**src/rtl/pidpl_pkg.sv**
```systemverilog
// Shared types, register indexes and constants of the position PID loop.
`default_nettype none

package pidpl_pkg;

    localparam int FRACTION_BITS_DEF = 16;

    localparam int CFG_INDEX_W = 3;
    localparam int CFG_DATA_W  = 32;

    // Operand and result widths of the shared fixed-point multiply unit.
    localparam int MUL_A_W   = 64;
    localparam int MUL_B_W   = 32;
    localparam int MUL_RES_W = 62;
    localparam int MAG_W     = 61;

    // Every fixed-point product magnitude saturates at 2^60.
    localparam logic [MAG_W-1:0] TERM_LIMIT = MAG_W'(1) << 60;

    localparam logic [30:0] MM_PER_PULSE_RST = 31'd65536;
    localparam logic [16:0] SAMPLE_PERIOD_RST = 17'd66;
    localparam logic [30:0] INV_PERIOD_RST = 31'd65536000;
    localparam logic [6:0]  SPEED_SCALE_RST = 7'd100;
    localparam logic [6:0]  DUTY_FULL = 7'd100;

    typedef enum logic [CFG_INDEX_W-1:0] {
        REG_GAIN_P        = 3'd0,
        REG_GAIN_I        = 3'd1,
        REG_GAIN_D        = 3'd2,
        REG_MM_PER_PULSE  = 3'd3,
        REG_SAMPLE_PERIOD = 3'd4,
        REG_INV_PERIOD    = 3'd5,
        REG_SPEED_SCALE   = 3'd6,
        REG_TOLERANCE     = 3'd7
    } cfg_reg_t;

    typedef struct packed {
        logic signed [15:0] encoder_delta;
        logic signed [31:0] setpoint;
    } in_item_t;

    typedef struct packed {
        logic [6:0]         compare_value;
        logic               direction;
        logic               finished;
        logic signed [31:0] position;
    } out_item_t;

    typedef enum logic [2:0] {
        ST_IDLE,
        ST_ERR,
        ST_ISSUE,
        ST_WAIT,
        ST_POST,
        ST_DRIVE,
        ST_OUT
    } state_t;

    // Multiplies of one sample, in the order the sequencer runs them.
    typedef enum logic [2:0] {
        OP_ERR_SCALE,
        OP_INTEGRAL,
        OP_PROP,
        OP_INTEG_TERM,
        OP_DERIV_RATE,
        OP_DERIV_TERM,
        OP_DUTY
    } op_t;

    typedef struct packed {
        logic               start;
        logic               neg;
        logic [MUL_A_W-1:0] a;
        logic [MUL_B_W-1:0] b;
    } mul_req_t;

    typedef struct packed {
        logic                        done;
        logic signed [MUL_RES_W-1:0] product;
    } mul_rsp_t;

endpackage

`default_nettype wire

```
**src/rtl/pidpl_mul.sv**
```systemverilog
// Shared fixed-point multiply unit: magnitude product, shift, saturate and sign.
`default_nettype none

module pidpl_mul #(
    parameter int FRACTION_BITS = pidpl_pkg::FRACTION_BITS_DEF
) (
    input  wire logic               clk,
    input  wire logic               rst_n,
    input  wire pidpl_pkg::mul_req_t req,
    output pidpl_pkg::mul_rsp_t      rsp
);

    localparam int AW = pidpl_pkg::MUL_A_W;
    localparam int BW = pidpl_pkg::MUL_B_W;
    localparam int PW = AW + BW;
    localparam int MW = pidpl_pkg::MAG_W;
    localparam int RW = pidpl_pkg::MUL_RES_W;
    localparam int HW = AW / 2;

    logic [AW-1:0]  a_reg, a_next;
    logic [BW-1:0]  b_reg, b_next;
    logic           neg_reg, neg_next;
    logic           busy_reg, busy_next;
    logic [1:0]     step_reg, step_next;
    logic [63:0]    part_reg, part_next;
    logic [63:0]    lo_reg, lo_next;
    logic [MW-1:0]  mag_reg, mag_next;
    logic [RW-1:0]  result_reg, result_next;
    logic           done_reg, done_next;
    logic [PW-1:0]  full;
    logic [PW-1:0]  shifted;
    logic [HW-1:0]  mul_op;
    logic [63:0]    mul_out;

    // One 32 by 32 multiplier forms the low and then the high partial product.
    assign mul_op  = (step_reg == 2'd0) ? a_reg[HW-1:0] : a_reg[AW-1:HW];
    assign mul_out = 64'(mul_op) * 64'(b_reg);

    // The 64 by 32 product is built from two 32 by 32 partial products.
    assign full    = {part_reg, {HW{1'b0}}} + {{HW{1'b0}}, lo_reg};
    assign shifted = full >> FRACTION_BITS;

    always_comb
    begin
        a_next      = a_reg;
        b_next      = b_reg;
        neg_next    = neg_reg;
        busy_next   = busy_reg;
        step_next   = step_reg;
        part_next   = part_reg;
        lo_next     = lo_reg;
        mag_next    = mag_reg;
        result_next = result_reg;
        done_next   = 1'b0;

        if (!busy_reg)
        begin
            if (req.start)
            begin
                a_next    = req.a;
                b_next    = req.b;
                neg_next  = req.neg;
                busy_next = 1'b1;
                step_next = 2'd0;
            end
        end
        else
        begin
            case (step_reg)
                2'd0:
                begin
                    part_next = mul_out;
                    step_next = 2'd1;
                end
                2'd1:
                begin
                    part_next = mul_out;
                    lo_next   = part_reg;
                    step_next = 2'd2;
                end
                2'd2:
                begin
                    if (shifted > PW'(pidpl_pkg::TERM_LIMIT))
                        mag_next = pidpl_pkg::TERM_LIMIT;
                    else
                        mag_next = shifted[MW-1:0];
                    step_next = 2'd3;
                end
                default:
                begin
                    if (neg_reg)
                        result_next = ~{1'b0, mag_reg} + RW'(1);
                    else
                        result_next = {1'b0, mag_reg};
                    done_next = 1'b1;
                    busy_next = 1'b0;
                end
            endcase
        end
    end

    always_ff @(posedge clk or negedge rst_n)
    begin
        if (!rst_n)
        begin
            a_reg      <= '0;
            b_reg      <= '0;
            neg_reg    <= 1'b0;
            busy_reg   <= 1'b0;
            step_reg   <= 2'd0;
            part_reg   <= '0;
            lo_reg     <= '0;
            mag_reg    <= '0;
            result_reg <= '0;
            done_reg   <= 1'b0;
        end
        else
        begin
            a_reg      <= a_next;
            b_reg      <= b_next;
            neg_reg    <= neg_next;
            busy_reg   <= busy_next;
            step_reg   <= step_next;
            part_reg   <= part_next;
            lo_reg     <= lo_next;
            mag_reg    <= mag_next;
            result_reg <= result_next;
            done_reg   <= done_next;
        end
    end

    assign rsp = {done_reg, result_reg};

endmodule

`default_nettype wire

```
**config.mk**
```make
export PLATFORM = sky130hd
export DESIGN_NAME = pidpl_mul
export DESIGN_NICKNAME = d
export VERILOG_FILES = /design/src/rtl/pidpl_pkg.sv /design/src/rtl/pidpl_mul.sv
export SDC_FILE = /design/constraint.sdc
export NUM_CORES = 2
export LEC_CHECK = 0
export BUFFER_PORTS_ARGS = -buffer_cell sky130_fd_sc_hd__buf_2
export CAP_MARGIN = 20
export CORE_MARGIN = 2
export CORE_UTILIZATION = 54
export DETAILED_ROUTE_END_ITERATION = 6
export PLACE_DENSITY = 0.71
export SLEW_MARGIN = 20
export SYNTH_ARGS = -nofsm -noshare
export SYNTH_HDL_FRONTEND = slang
export SYNTH_SLANG_ARGS = --single-unit
```
**constraint.sdc**
```tcl
create_clock -name clk -period 24.3 [get_ports clk]
set_input_delay 1.215 -clock clk [delete_from_list [all_inputs] [get_ports clk]]
set_output_delay 1.215 -clock clk [all_outputs]
set_load 0.005 [all_outputs]
```
==> run_results.csv <==
group,metric,value,unit
critical_path,cp.arrival,10880,ps
critical_path,crit_family,"adder cells",
critical_path,startpoint_type,"register",
synthesis,yosys_most_used_dff,"dfrtp_1",
timing,final-setup-viol-count,0,
global_route,antenna_found_initial,4,
critical_path,crit_path_end_kind,"register",
synthesis,syn-mean-instance-area,9.53,um2
floorplan,core,91700,um2
cells_and_area,drive_gt1_frac,0.0927,
outcome,status,"complete, no violations",
route,post-route-drc-count,0,
synthesis,yosysWarnings,0,
critical_path,r2r_slack,13860,ps
clocking,path_clk_slew,70,ps
timing,slew_headroom,0.287,
synthesis,yosys.area.top_type_share,0.360,
cells_and_area,fin_util,0.576,
timing,fin_crit,10440,ps
clocking,cts_tree,"yes",
timing,finalMaxSlewViolations,0,
global_route,grt_pass1_vias,39000,
placed_design,gp_congestion,0.932,
hold_path,hold_path_depth,2,
timing,worst_slack,13860,ps
floorplan,fp.dieW,308,um
synthesis,syn_nets,6532,
clocking,cts_root_buffer,"clkbuf_16",
timing,rsz0062_at_grt,"no",
floorplan,num_rows,111,
route,vias_per_cell,5.78,
synthesis,synth_edf_count,0,
placed_design,portBuffers,162,
route,drt_iter0_drc,2779,
hold_path,hold_path_end,"lo_reg[60]$_DFFE_PN0P_",
timing,period_share,0.430,
synthesis,yosysTopAreaCell,"fa_1",
synthesis,synth_area,49900,um2
cells_and_area,num-fill-cells,8017,
clocking,clockBufferDepth,3,
clocking,cts_made_buffers,39,
timing,hold_violations,0,
clocking,cts_setup_buffers,0,
critical_path,cp_max_fo,32,
timing,hold_slack,493,ps
synthesis,netlist_instances,5235,
cells_and_area,nets,6460,
route,totalWireLength,132000,um
timing,fin_setup_tns,0,ps
hold_path,hold_path_class,"register to register",
floorplan,die_h,308,um
synthesis,ys_types,71,
clocking,h-tree-depth,2,
placed_design,dpl.hpwl,105000,um
critical_path,r2r-start,"step_reg[0]$_DFFE_PN0P_",
critical_path,max_stage_delay,810,ps
placed_design,pre_cts_slack,13950,ps
synthesis,synthTopCellsByArea,"fa_1 (36%), dfrtp_1 (17%), ha_1 (7.5%)",
timing,tightest_slew,1040,ps
critical_path,r2r-end,"part_reg[61]$_DFFE_PN0P_",
critical_path,reg2reg_depth,30,
floorplan,io_pins,163,
global_route,grt_usage,0.287,
clocking,cts.sinks,336,
timing,fmax,95.8,MHz
floorplan,floorplan.die_area,94900,um2
clocking,clk_latency,600,ps
critical_path,cpMostUsedCell,"fa_1",
route,via_count,36800,
global_route,grt_pass1_wl,214000,um
synthesis,yosys_register_bits,336,
job,maxCapViolations,0,
route,firstDrtPassIters,6,
floorplan,start_util,0.544,
critical_path,path_buf_inv,8,
global_route,grt_overflow,0,
global_route,grt_max_degree,160,
route,drtAntennaViolNets,0,
critical_path,crit_required,24740,ps
timing,fin_skew,29.5,ps
hold_path,min_from,"lo_reg[60]$_DFFE_PN0P_",
cells_and_area,layout_common_cells,"fa_1 (897), inv_1 (866), nand2_1 (629)",
synthesis,seq_area_frac_synth,0.168,
clocking,cts_hold_repair.buffers,0,
route,routedWlPerCell,20.7,um
critical_path,worstSetupPathType,"register to register",
cells_and_area,area_delta_synth_final,5.88,%
cells_and_area,final_common_cell,"fa_1",
synthesis,synthArstFlopShare,1.00,
clocking,cts_resized,0,
critical_path,crit_slowest_cell,"a211oi_1",
[through the flow]
stage,std cells,cell area (um2)
global placement,6307,51400
global route,6376,52800
finish,6378,52800
CTS,6375,52800
floorplan,5235,49900
detailed placement,6307,51400
[kinds of logic (layout without fill, tap and decap cells)]
logic type	count (synthesis)	after routing	share of synthesized area
mux	177	177	0.0399
simple gates	1577	1577	0.160
buf+inv	1189	1144	0.0895
fa+ha+maj	1197	1197	0.435
compound gates	601	601	0.0794
flops	336	336	0.168
xor+xnor	158	158	0.0277
other cells	0	2	0
[final cells by class]
class	instances	area [um2]	area share
clock buffer	50	1080	0.0204
timing repair buffer	210	1210	0.0230
inverter	866	3250	0.0615
sequential	336	8410	0.159
multi-input combinational	3710	37100	0.702
antenna	2	5.00	0.0000947
tap	1186	1480	0.0281
clock inverter	18	324	0.00613
[metal layers]
layer | vias to the layer above | GRT usage | routed length [um]
met3 | 283 | 0.0300 | 7060
met1 | 19100 | 0.381 | 54500
met4 | 0 | 0.108 | 5030
met5 | - | 0 | 0
met2 | 1261 | 0.490 | 65700
li1 | 16200 | - | -
[synth_stat cells (12+ instances only)]
cell type and number:
fa_1 897, inv_1 866, nand2_1 631, and2_1 586
dfrtp_1 336, clkbuf_1 314, ha_1 300, mux2_2 174
a21oi_1 158, o21ai_0 154, nor2_1 138, xor2_1 96
xnor2_1 62, a32o_1 60, nand3_1 50, a21o_1 45
nand4_1 36, nor3_1 26, o31ai_1 25, a211oi_1 18
nor4_1 18, a31oi_1 17, and3_1 17, o211ai_1 16
o21bai_1 16, nand2b_1 14, o21a_1 12, o41ai_1 12
or4_1 12
[how the worst max path moves through the flow]
stage	from	endpoint	slack [ps]	depth (start not counted)
2_1_floorplan	step_reg[0]$_DFFE_PN0P_	part_reg[61]$_DFFE_PN0P_	15590	32
3_3_place_gp	step_reg[0]$_DFFE_PN0P_	part_reg[61]$_DFFE_PN0P_	14160	30
3_5_place_dp	step_reg[0]$_DFFE_PN0P_	part_reg[61]$_DFFE_PN0P_	13950	30
4_1_cts	step_reg[0]$_DFFE_PN0P_	part_reg[61]$_DFFE_PN0P_	13940	30
5_1_grt	step_reg[0]$_DFFE_PN0P_	part_reg[61]$_DFFE_PN0P_	13370	30
6_report	step_reg[0]$_DFFE_PN0P_	part_reg[61]$_DFFE_PN0P_	13860	30
[tightest hold or removal path, cell delays in order, from the launching register on]
cell     delay [ps]
dfrtp_1         350
nand2_1          50
o21ai_0          60
Power is not shown: default switching activity piles up to over one toggle a cycle in this logic, so the estimate is an artifact.
